**src/rtl/sfr_pkg.sv**
```systemverilog
// Shared constants and types for the streaming find-and-replace block.
package sfr_pkg;

   localparam int MAX_PATTERN_DEF = 8;
   localparam int MAX_REPLACE_DEF = 8;

   localparam int BYTE_W      = 8;
   localparam int LEN_W       = 4;
   localparam int WORD_W      = 64;
   localparam int CSR_INDEX_W = 3;

   localparam logic [CSR_INDEX_W-1:0] CSR_PATTERN_LEN   = 3'd0;
   localparam logic [CSR_INDEX_W-1:0] CSR_PATTERN_BYTES = 3'd1;
   localparam logic [CSR_INDEX_W-1:0] CSR_REPL_LEN      = 3'd2;
   localparam logic [CSR_INDEX_W-1:0] CSR_REPL_BYTES    = 3'd3;

   typedef struct packed {
      logic load;
      logic shift;
   } cell_ctrl_type;

endpackage

```
**src/rtl/sfr_cell.sv**
```systemverilog
// One window cell: holds a byte, compares it with its pattern byte, shifts toward the head.
module sfr_cell (
   input  logic                        clock,
   input  sfr_pkg::cell_ctrl_type      ctrl,
   input  logic [sfr_pkg::BYTE_W-1:0]  load_byte,
   input  logic [sfr_pkg::BYTE_W-1:0]  next_byte,
   input  logic [sfr_pkg::BYTE_W-1:0]  pattern_byte,
   output logic [sfr_pkg::BYTE_W-1:0]  held_byte,
   output logic                        match
);

   logic [sfr_pkg::BYTE_W-1:0] byte_ff;
   logic [sfr_pkg::BYTE_W-1:0] byte_in;

   always_comb begin
      byte_in = byte_ff;
      if (ctrl.load) begin
         byte_in = load_byte;
      end else if (ctrl.shift) begin
         byte_in = next_byte;
      end
   end

   always_ff @(posedge clock) begin
      byte_ff <= byte_in;
   end

   assign held_byte = byte_ff;
   assign match     = (byte_ff == pattern_byte);

endmodule

```
**src/rtl/stream_find_replace_top.sv**
```systemverilog
// Top level of the streaming find-and-replace block.
//
// The block takes a text line one byte item at a time and replaces every leftmost,
// non-overlapping occurrence of the configured pattern (1 to MAX_PATTERN bytes) by the
// configured replacement (0 to MAX_REPLACE bytes); replacement text is never searched
// again. Bytes that may still start a match are held in a row of MAX_PATTERN cells, each
// comparing its byte against the pattern byte at its position and passing its byte to the
// neighbor nearer the head when a byte is released. The block works on one input item at
// a time: an item is taken, checked for a full match or a stable partial match in the
// next cycle, and then each result it causes is produced, one released byte or one
// replacement byte per cycle while the result side is not stalled, with the held
// remainder checked after each release to find whether it is again a pattern prefix.
// A result sits in an output register, so the next item is accepted while the last
// result of the previous one still waits to be taken. On the last byte of a line all
// held bytes are released and the final result carries rsp_line_done; when the line
// leaves nothing to emit, a single marker result with rsp_has_byte low is given instead.
// Configuration registers must be written through the csr_ port only while the block is
// idle; the block itself does not enforce this. An index beyond the four registers is
// ignored.
module stream_find_replace_top #(
   parameter int MAX_PATTERN = sfr_pkg::MAX_PATTERN_DEF,
   parameter int MAX_REPLACE = sfr_pkg::MAX_REPLACE_DEF
) (
   input  logic                             clock,
   input  logic                             reset,

   input  logic                             req_valid,
   output logic                             req_ready,
   input  logic [sfr_pkg::BYTE_W-1:0]       req_data_byte,
   input  logic                             req_line_end,

   output logic                             rsp_valid,
   input  logic                             rsp_ready,
   output logic [sfr_pkg::BYTE_W-1:0]       rsp_out_byte,
   output logic                             rsp_has_byte,
   output logic                             rsp_line_done,

   input  logic                             csr_wr_en,
   input  logic [sfr_pkg::CSR_INDEX_W-1:0]  csr_index,
   input  logic [sfr_pkg::WORD_W-1:0]       csr_wdata
);

   localparam int CNT_W  = $clog2(MAX_PATTERN + 1);
   localparam int RIDX_W = (MAX_REPLACE > 1) ? $clog2(MAX_REPLACE) : 1;
   localparam int BW     = sfr_pkg::BYTE_W;
   localparam int LW     = sfr_pkg::LEN_W;

   typedef enum logic [2:0] {
      ST_IDLE,
      ST_CHECK,
      ST_SHIFT,
      ST_REPL,
      ST_MARK
   } state_type;

   // Configuration registers.
   logic [LW-1:0]                pattern_len_ff;
   logic [sfr_pkg::WORD_W-1:0]   pattern_bytes_ff;
   logic [LW-1:0]                repl_len_ff;
   logic [sfr_pkg::WORD_W-1:0]   repl_bytes_ff;

   always_ff @(posedge clock) begin
      if (reset) begin
         pattern_len_ff   <= LW'(1);
         pattern_bytes_ff <= '0;
         repl_len_ff      <= '0;
         repl_bytes_ff    <= '0;
      end else if (csr_wr_en) begin
         case (csr_index)
            sfr_pkg::CSR_PATTERN_LEN:   pattern_len_ff   <= csr_wdata[LW-1:0];
            sfr_pkg::CSR_PATTERN_BYTES: pattern_bytes_ff <= csr_wdata;
            sfr_pkg::CSR_REPL_LEN:      repl_len_ff      <= csr_wdata[LW-1:0];
            sfr_pkg::CSR_REPL_BYTES:    repl_bytes_ff    <= csr_wdata;
            default: begin
            end
         endcase
      end
   end

   // Effective lengths: a zero pattern length counts as one, and both lengths saturate
   // at the size the hardware was built for.
   logic [LW-1:0] plen;
   logic [LW-1:0] rlen;

   always_comb begin
      plen = pattern_len_ff;
      if (pattern_len_ff == '0) begin
         plen = LW'(1);
      end else if (pattern_len_ff > LW'(MAX_PATTERN)) begin
         plen = LW'(MAX_PATTERN);
      end
      rlen = repl_len_ff;
      if (repl_len_ff > LW'(MAX_REPLACE)) begin
         rlen = LW'(MAX_REPLACE);
      end
   end

   // Control and output registers.
   state_type          state_ff, state_in;
   logic [CNT_W-1:0]   cnt_ff, cnt_in;
   logic [RIDX_W-1:0]  ridx_ff, ridx_in;
   logic               le_ff, le_in;
   logic               rsp_valid_ff, rsp_valid_in;
   logic [BW-1:0]      rsp_byte_ff;
   logic               rsp_has_ff;
   logic               rsp_done_ff;

   // Cell row.
   sfr_pkg::cell_ctrl_type     cell_ctrl [MAX_PATTERN];
   logic [BW-1:0]              cell_byte [MAX_PATTERN];
   logic [MAX_PATTERN-1:0]     cell_match;
   logic                       req_fire;
   logic                       do_shift;

   assign req_fire = req_valid && req_ready;

   for (genvar g = 0; g < MAX_PATTERN; g++) begin : g_cell
      logic [BW-1:0] next_byte;

      if (g == MAX_PATTERN - 1) begin : g_tail
         assign next_byte = '0;
      end else begin : g_body
         assign next_byte = cell_byte[g+1];
      end

      assign cell_ctrl[g].load  = req_fire && (cnt_ff == CNT_W'(g));
      assign cell_ctrl[g].shift = do_shift;

      sfr_cell u_cell (
         .clock        (clock),
         .ctrl         (cell_ctrl[g]),
         .load_byte    (req_data_byte),
         .next_byte    (next_byte),
         .pattern_byte (pattern_bytes_ff[BW*g +: BW]),
         .held_byte    (cell_byte[g]),
         .match        (cell_match[g])
      );
   end

   // The occupied cells all agree with the pattern, so the held bytes form a prefix.
   logic all_match;

   always_comb begin
      all_match = 1'b1;
      for (int i = 0; i < MAX_PATTERN; i++) begin
         if (CNT_W'(i) < cnt_ff) begin
            all_match = all_match && cell_match[i];
         end
      end
   end

   logic [LW-1:0] cnt_ext;
   logic          slot_free;
   logic          full_hit;
   logic          stable;
   logic          repl_last;
   logic          emit;
   logic [BW-1:0] emit_byte;
   logic          emit_has;
   logic          emit_done;

   assign cnt_ext   = LW'(cnt_ff);
   assign slot_free = !rsp_valid_ff || rsp_ready;
   assign full_hit  = (cnt_ext == plen) && all_match;
   // At a line end nothing stays held, so the remainder is never treated as settled.
   assign stable    = !le_ff && (cnt_ext < plen) && all_match;
   assign repl_last = ((LW'(ridx_ff) + LW'(1)) == rlen);

   always_comb begin
      state_in  = state_ff;
      cnt_in    = cnt_ff;
      ridx_in   = ridx_ff;
      le_in     = le_ff;
      emit      = 1'b0;
      emit_byte = '0;
      emit_has  = 1'b1;
      emit_done = 1'b0;
      do_shift  = 1'b0;

      case (state_ff)
         ST_IDLE: begin
            if (req_valid) begin
               cnt_in   = cnt_ff + CNT_W'(1);
               le_in    = req_line_end;
               state_in = ST_CHECK;
            end
         end
         ST_CHECK: begin
            if (full_hit) begin
               cnt_in  = '0;
               ridx_in = '0;
               if (rlen != '0) begin
                  state_in = ST_REPL;
               end else if (le_ff) begin
                  state_in = ST_MARK;
               end else begin
                  state_in = ST_IDLE;
               end
            end else if (stable) begin
               state_in = ST_IDLE;
            end else begin
               state_in = ST_SHIFT;
            end
         end
         ST_SHIFT: begin
            if (cnt_ff == '0 || stable) begin
               state_in = ST_IDLE;
            end else if (slot_free) begin
               emit      = 1'b1;
               emit_byte = cell_byte[0];
               emit_done = le_ff && (cnt_ff == CNT_W'(1));
               do_shift  = 1'b1;
               cnt_in    = cnt_ff - CNT_W'(1);
               if (le_ff && (cnt_ff == CNT_W'(1))) begin
                  state_in = ST_IDLE;
               end
            end
         end
         ST_REPL: begin
            if (slot_free) begin
               emit      = 1'b1;
               emit_byte = repl_bytes_ff[BW*ridx_ff +: BW];
               emit_done = le_ff && repl_last;
               if (repl_last) begin
                  state_in = ST_IDLE;
               end else begin
                  ridx_in = ridx_ff + RIDX_W'(1);
               end
            end
         end
         ST_MARK: begin
            if (slot_free) begin
               emit      = 1'b1;
               emit_has  = 1'b0;
               emit_done = 1'b1;
               state_in  = ST_IDLE;
            end
         end
         default: begin
            state_in = ST_IDLE;
         end
      endcase

      rsp_valid_in = rsp_valid_ff;
      if (emit) begin
         rsp_valid_in = 1'b1;
      end else if (rsp_ready) begin
         rsp_valid_in = 1'b0;
      end
   end

   always_ff @(posedge clock) begin
      if (reset) begin
         state_ff     <= ST_IDLE;
         cnt_ff       <= '0;
         rsp_valid_ff <= 1'b0;
      end else begin
         state_ff     <= state_in;
         cnt_ff       <= cnt_in;
         rsp_valid_ff <= rsp_valid_in;
      end
      ridx_ff <= ridx_in;
      le_ff   <= le_in;
      if (emit) begin
         rsp_byte_ff <= emit_byte;
         rsp_has_ff  <= emit_has;
         rsp_done_ff <= emit_done;
      end
   end

   assign req_ready     = (state_ff == ST_IDLE);
   assign rsp_valid     = rsp_valid_ff;
   assign rsp_out_byte  = rsp_byte_ff;
   assign rsp_has_byte  = rsp_has_ff;
   assign rsp_line_done = rsp_done_ff;

endmodule

```
**config.mk**
```make
export PLATFORM = sky130hd
export DESIGN_NAME = stream_find_replace_top
export DESIGN_NICKNAME = d
export VERILOG_FILES = /design/src/rtl/sfr_pkg.sv /design/src/rtl/sfr_cell.sv /design/src/rtl/stream_find_replace_top.sv
export SDC_FILE = /design/constraint.sdc
export NUM_CORES = 1
export LEC_CHECK = 0
export BUFFER_PORTS_ARGS = -buffer_cell sky130_fd_sc_hd__buf_4
export CAP_MARGIN = 20
export CORE_ASPECT_RATIO = 1.4
export CORE_MARGIN = 4
export CORE_UTILIZATION = 33
export DETAILED_ROUTE_END_ITERATION = 10
export PLACE_DENSITY = 0.6
export SKIP_LAST_GASP = 1
export SYNTH_ARGS = -nofsm -noshare
export SYNTH_HDL_FRONTEND = slang
export SYNTH_SLANG_ARGS = --single-unit
```
**constraint.sdc**
```tcl
create_clock -name clock -period 5.1 [get_ports clock]
set_clock_uncertainty 0.1 [all_clocks]
set_input_delay 1.53 -clock clock [delete_from_list [all_inputs] [get_ports clock]]
set_output_delay 1.53 -clock clock [all_outputs]
set_load 0.005 [all_outputs]
```
# [Word-level counts from Yosys, hierarchy flattened]
# Cells that the tools add are included.
[word_totals] register_bits=222 in_bits=81 out_inout_bits=12 word_cells=183
[op_classes] n_addsub=4 order_cmp=11 n_eq_ne=34 shifts=1 n_mux=63 reduce_logical=50
[ops] operator="two-way mux 8 bit" count=19
[ops] operator="equality test 8 bit" count=8
[ops] operator="variable part select 64 x 7 -> 8 bit" count=1
[ops] operator="two-way mux 3 bit" count=13
[ops] operator="two-way mux 4 bit" count=7
[ops] operator="logical AND 1 bit" count=21
[ops] operator="nonzero test 2 bit" count=10
[ops] operator="two-way mux 1 bit" count=17
[ops] operator="equality test 4 x 3 -> 1 bit, second input constant" count=4
[ops] operator="less-than comparator 3 x 4 -> 1 bit, first input constant" count=4
[ops] operator="!= test 2 bit, second input constant" count=8
[ops] operator="case mux 8 bit (2 select lines)" count=1
[ops] operator="case mux 3 bit (5 select lines)" count=1
[ops] operator="equality test 3 x 2 -> 1 bit, second input constant" count=4
[ops] operator="case mux 4 bit (3 select lines)" count=1
[ops] operator="AND reduction 2 bit" count=5
[ops] operator="equality test 4 x 2 -> 1 bit, second input constant" count=2
[ops] operator="equality test 4 bit" count=2
[ops] operator="> comparator 4 bit, second input constant" count=2
[ops] operator="zero test 4 bit" count=2
[ops] operator="less-than comparator 1 x 4 -> 1 bit, first input constant" count=2
[ops] operator="less-than comparator 2 x 4 -> 1 bit, first input constant" count=2
[ops] operator="equality test 3 x 1 -> 1 bit, second input constant" count=2
[ops] operator="zero test 3 bit" count=2
[ops] operator="other kinds (20)" count=23

# [Depth between registers and ports, before layout]
[depth] ltp_word=22 depth_mapped=12 depth_no_buf=11

# [By module]
# A second synthesis with hierarchy kept.
[unflattened] hier_cells=1030 hier_area_um2=10511.3
[by_module_without_submodules] module="stream_find_replace_top" instances=1 cells_per_inst=798 area_per_inst_um2=6797.8 seq_area_each_um2=3303.2
[by_module_without_submodules] module="sfr_cell" instances=8 cells_per_inst=29 area_per_inst_um2=464.2 seq_area_each_um2=240.2

# [Least setup slack after synthesis]
# No wires, ideal clock.
[synth_path] kind="input -> register" from="input rsp_ready" to="register cnt_ff[1], in the netlist cnt_ext[1]" setup_time_ns=0.123 t_arrival_ns=2.728 required_ns=4.877 setup_slack_ns=2.148 stages=5 path_buffers=0 path_cell_list="nand2b_1 -> and3_1 -> or3_1 -> o221ai_1 -> mux2_1"
[synth_via] elab_chain_len=3
[synth_rtl] item="from (decl)" line_no="stream_find_replace_top.sv:33" text="input logic rsp_ready,"
[synth_rtl] item="logical OR 1 bit" line_no="stream_find_replace_top.sv:163" text="assign slot_free = !rsp_valid_ff || rsp_ready;"
[synth_rtl] item="!= test 2 bit (no source line)"
[synth_rtl] item="AND reduction 5 bit (no source line)"
[synth_rtl] item="to (signal assigned)" line_no="stream_find_replace_top.sv:259" text="cnt_ff <= cnt_in;"
[synth_rtl] item="to (decl)" line_no="stream_find_replace_top.sv:100" text="logic [CNT_W-1:0] cnt_ff, cnt_in;"
# Every way passes these cells.
# A chain may end at the register's enable or synchronous reset.

# [Final worst setup path]
[layout_path] from="register pattern_len_ff[1]" to="register g_cell[7].u_cell.byte_ff, in the netlist g_cell[7].u_cell.held_byte[0] (enable)"
[layout_via] elab_chain_len=10 elab_cells_between_ends=11 cone_classes="order compare: 2; mux: 4; reduce/logical: 5"
[layout_rtl] item="from (decl)" line_no="stream_find_replace_top.sv:57" text="logic [LW-1:0] pattern_len_ff;"
[layout_rtl] item="from (signal assigned)" line_no="stream_find_replace_top.sv:70" text="sfr_pkg::CSR_PATTERN_LEN: pattern_len_ff <= csr_wdata[LW-1:0];"
[layout_rtl] item="> comparator 4 bit" line_no="stream_find_replace_top.sv:89" text="end else if (pattern_len_ff > LW'(MAX_PATTERN)) begin"
[layout_rtl] item="two-way mux 4 bit" line_no="stream_find_replace_top.sv:89"
[layout_rtl] item="two-way mux 4 bit (*)" line_no="stream_find_replace_top.sv:87" text="if (pattern_len_ff == '0) begin"
[layout_rtl] item="less-than comparator 4 bit (*)" line_no="stream_find_replace_top.sv:166" text="assign stable = !le_ff && (cnt_ext < plen) && all_match;"
[layout_rtl] item="logical AND 1 bit (*) (2 in series)" line_no="stream_find_replace_top.sv:166"
[layout_rtl] item="logical OR 1 bit (*)" line_no="stream_find_replace_top.sv:206" text="if (cnt_ff == '0 || stable) begin"
[layout_rtl] item="two-way mux 1 bit (*)" line_no="stream_find_replace_top.sv:206"
[layout_rtl] item="two-way mux 1 bit (*)" line_no="stream_find_replace_top.sv:180" text="case (state_ff)"
[layout_rtl] item="nonzero test 2 bit (no source line) (*)"
[layout_rtl] item="to (signal assigned)" line_no="sfr_cell.sv:25" text="byte_ff <= byte_in;"
[layout_rtl] item="to (decl)" line_no="sfr_cell.sv:12" text="logic [sfr_pkg::BYTE_W-1:0] byte_ff;"
# Mark *: on every way between the ends. The rest lies on a longest branch, timed or not.

==> impl_results.md <==
- Cell leakage power: 4.163 nW
- Total track usage: 0.1683
- RD Place Congestion: 0.8162
- Pins over their slew limit: 0
- Largest net degree at the start of global routing: 86
- Htree depth: 1
- Mapped Nets: 1117
- Critical Path Max Stage Delay: around 0.44 ns
- RSZ-0062 raised after global routing: false
- WL/cell: 19.53 um
- Post-Synth Simple-Gate Area: 0.1687
- CP cell instances: nor2_1 -> nor2_1 -> nor2_1 -> ha_1 -> nor2b_1 -> o21ai_0 -> nand2b_1 -> a211o_1 -> nand4b_4 -> and2_1 -> or2_1
- Synth Area in XOR/XNOR: 0.05806
- Post-Synth Adder-Cell Area: 0.01238
- CP Max Fanout: 9
- First-pass GRT wire length: around 44000 um
- Layout cell share with drive strength beyond 1: 0.2049
- Cell count after synthesis: 1026
- # setup viols final: 0
- Grt ovf: 0
- Period utilization: 0.6247
- Antenna violations before repair: 0
- DIE AREA: between 30000 and 40000 sq um
- CP Class: flop to flop
- Initial core utilization: 0.3355
- Setup TNS: 0 ns
- Area grow syn2layout: 17.85%
- CP endpoint kind: flop
- Synth Area in Compound Gates: 0.1036
- Multiplexer share of the synthesized area: 0.1166
- Detailed Place HPWL: 21840 um
- Reg power frac: 0.474
- Buffers added on ports: 92
- Resize count post-CTS: 0
- Number of enable flip-flop cells after synthesis: between 70 and 80
- Logic pwr share: 0.110
- Netlist cell types: 56
- Cts-stage hold buffer count: 0
- Clock slew at reported path FFs: around 0.060 ns
- Num CTS Buffers: 23
- Hold Fails Final Rpt: 0
- Final ANT Viol Nets: 0
- CP startpoint kind: flop
- Die Span Y: about 220 um
- CP most frequent cell: nor2_1
- Total I/O pin count: 93
- Antenna cell count: 0
- Achievable Freq: around 0.31 GHz
- Buf+Inv Stages, Crit Path: 0
- Net Sw Power: roughly 1.1 mW
- Top_reg_cell synth: dfxtp_1
- Final Non-Filler Cells: 1498
- Slew of the pin with the lowest slew margin: 0.9612 ns
- Cell area after synthesis: approximately 10000 sq um
- Pwr Density: 347.6 nW/um^2
- Area of the multi-input gates: 4651 sq um
- Post-synth top area share: 0.2852
- Post CTS Setup Buffer Count: 0
- Row cnt: 75
- VDD IR max: between 0.0002 and 0.00025 V
- Syn Area/Cell: 9.851 sq um
- Number of storage elements in the synthesis netlist: 222
- Filler cells: 2965
- Post-synth top area cell: dfxtp_1
- Initial DRC count: 479
- Die width: 155.9 um
- CTS tree: built
- Worst Path Arrival: 3.32 ns
- CTS root buf: clkbuf_16
- Pre-antenna DRT Iters: 5
- Share of synthesized registers carrying an async set or reset: 0
- Crit-path slowest cell: or2_1
- Clock buffer depth: 3
- FF/Latch Area: 5225 sq um
- Max transition margin: 0.3592
- Fin crit period: ~3.2 ns
- Dpl ws: approximately 1.6 ns
- CP delay by family, top: simple AND/OR/NAND/NOR gates
- Post-Place Cells: 1456
- Sequential fraction of the synthesis area: 0.5170
- WL final: about 29000 um
- CTS sink count: 222
- Synth Warn #: 0
- Hold Path Class: flop to flop
- Vias in the first global route: 7585
- Switching share of power: 0.2550
- DRC violations left: 0
- Int Pwr: approximately 3.1 mW
- Synth top area cells: dfxtp_1 29%, edfxtp_1 23%, nand2_1 11%
- Outcome: completed
- Clk pwr share: 0.416
- Largest family of logic cells by synthesized area: simple AND/OR/NAND/NOR gates
- CP required: 5.23 ns
- Core area: 30120 sq um
- Vias: 7681
- Fin nets: 1187
- Vias/cell: 5.128
- Max cap viols: 0
- Post-route setup slack: 1.914 ns
- Clk_lat worst skew: 0.53 ns
[cells in the mapped netlist (2+ instances only)]
| library cell | count |
|---|---|
| o22ai_1 | 2 |
| a31oi_1 | 2 |
| nor2_1 | 35 |
| nand2b_1 | 4 |
| and2_1 | 11 |
| nor3_1 | 3 |
| o2bb2ai_1 | 8 |
| xor2_1 | 32 |
| nor3b_2 | 2 |
| mux4_2 | 16 |
| inv_1 | 5 |
| ha_1 | 10 |
| mux2i_1 | 15 |
| clkbuf_1 | 47 |
| a41oi_1 | 2 |
| buf_2 | 5 |
| and4_1 | 2 |
| and3_1 | 5 |
| nand2_1 | 288 |
| nand3_1 | 5 |
| a221oi_1 | 2 |
| a21oi_1 | 140 |
| dfxtp_1 | 144 |
| nor4_1 | 5 |
| a311oi_1 | 2 |
| edfxtp_1 | 78 |
| o21ai_0 | 10 |
| xnor2_1 | 35 |
| nor2b_1 | 9 |
| nand4_1 | 13 |
| mux2_2 | 57 |
| a211o_1 | 3 |
| nor4_2 | 2 |
| nand3b_1 | 2 |
| buf_1 | 3 |
| nor3b_1 | 2 |
[placed cells by master (no fill, tap or decap), types with 3 or more instances in the layout]
cell type   count
edfxtp_1       78
clkbuf_16      23
mux2i_1        15
o21ai_0        10
mux4_2         16
nand3_1         4
o2bb2ai_1       8
and3_1          4
nand4_1        13
nor2b_1         9
xnor2_1        35
nand2b_1        4
nor3_1          3
a21oi_1       140
dfxtp_1       144
inv_1           5
nand2_1       288
xor2_1         32
ha_1           10
and2_1         11
clkinvlp_4      4
clkbuf_8        3
buf_4         101
nor2_1         35
mux2_2         57
nor4_1          5
a211o_1         3
clkinv_2        5
[sequential cells by signal, summed over array words and instances (netlist names)]
signal	count
pattern_len_ff	4
rsp_valid	1
pattern_bytes_ff	64
rsp_has_byte	1
rsp_line_done	1
le_ff	1
state_ff	3
g_cell.u_cell.held_byte	64
rsp_out_byte	8
repl_bytes_ff	64
repl_len_ff	4
cnt_ext	4
ridx_ff	3
[layout make-up]
| type | count | share of cell area |
|---|---|---|
| timing repair buffer | 101 | 0.06366 |
| multi-input combinational | 743 | 0.3904 |
| clock inverter | 15 | 0.01313 |
| clock buffer | 27 | 0.05210 |
| tap | 385 | 0.04044 |
| sequential | 222 | 0.4387 |
| inverter | 5 | 0.001576 |
[path summary, 6_finish.rpt]
kind / to / from / cells after the start / slack, ns
max: g_cell[7].u_cell.held_byte[0]$_SDFFCE_PN0P_ / pattern_len_ff[1]$_SDFFE_PP0P_ / 11 / 1.91
min: repl_bytes_ff[21]$_SDFFE_PP0P_ / repl_bytes_ff[21]$_SDFFE_PP0P_ / 2 / 0.35
max reg2reg: g_cell[7].u_cell.held_byte[0]$_SDFFCE_PN0P_ / pattern_len_ff[1]$_SDFFE_PP0P_ / 11 / 1.91
min reg2reg: repl_bytes_ff[21]$_SDFFE_PP0P_ / repl_bytes_ff[21]$_SDFFE_PP0P_ / 2 / 0.35
[per-stage QoR]
stage	hold WS (ns)	cell area [sq um]	total power [mW]	utilization
after floorplan	0.3331	10110	2.267	-
after global placement	0.3386	11130	2.450	0.3696
after detailed placement	0.3449	11130	2.455	0.3696
after CTS	0.3537	11910	4.168	0.3954
after global routing	0.3678	11910	4.293	0.3954
final	0.3519	11910	4.140	0.3954
[cells by family after synthesis]
family	Yosys count
simple gates	394
compound gates	182
fa+ha+maj	10
flops	222
buf+inv	61
mux	90
xor+xnor	67
[per-layer routing]
layer / global-route usage / routed length, um / share of wire / vias up
met3: 0.02073 / 1257 / 0.043 / 52
met1: 0.1899 / 11210 / 0.38 / 3720
li1: - / - / - / 3709
met2: 0.3138 / 15540 / 0.53 / 200
met4: 0.07095 / 1240 / 0.042 / 0
met5: 0 / 0 / 0 / -
[tightest hold or removal path, cell delays in order (launching register included)]
cell and delay [ns]:
dfxtp_1 0.31, nand2_1 0.05, a21oi_1 0.05
[power groups by stage]
stage / Clock, mW / Sequential, mW / Combinational, mW
floorplan: 0 / 1.97 / 0.294
global placement: 0 / 2.00 / 0.449
detailed placement: 0 / 2.00 / 0.453
CTS: 1.75 / 1.96 / 0.455
global route: 1.83 / 1.97 / 0.493
finish: 1.72 / 1.96 / 0.454
(Power assumes the default switching activity.)
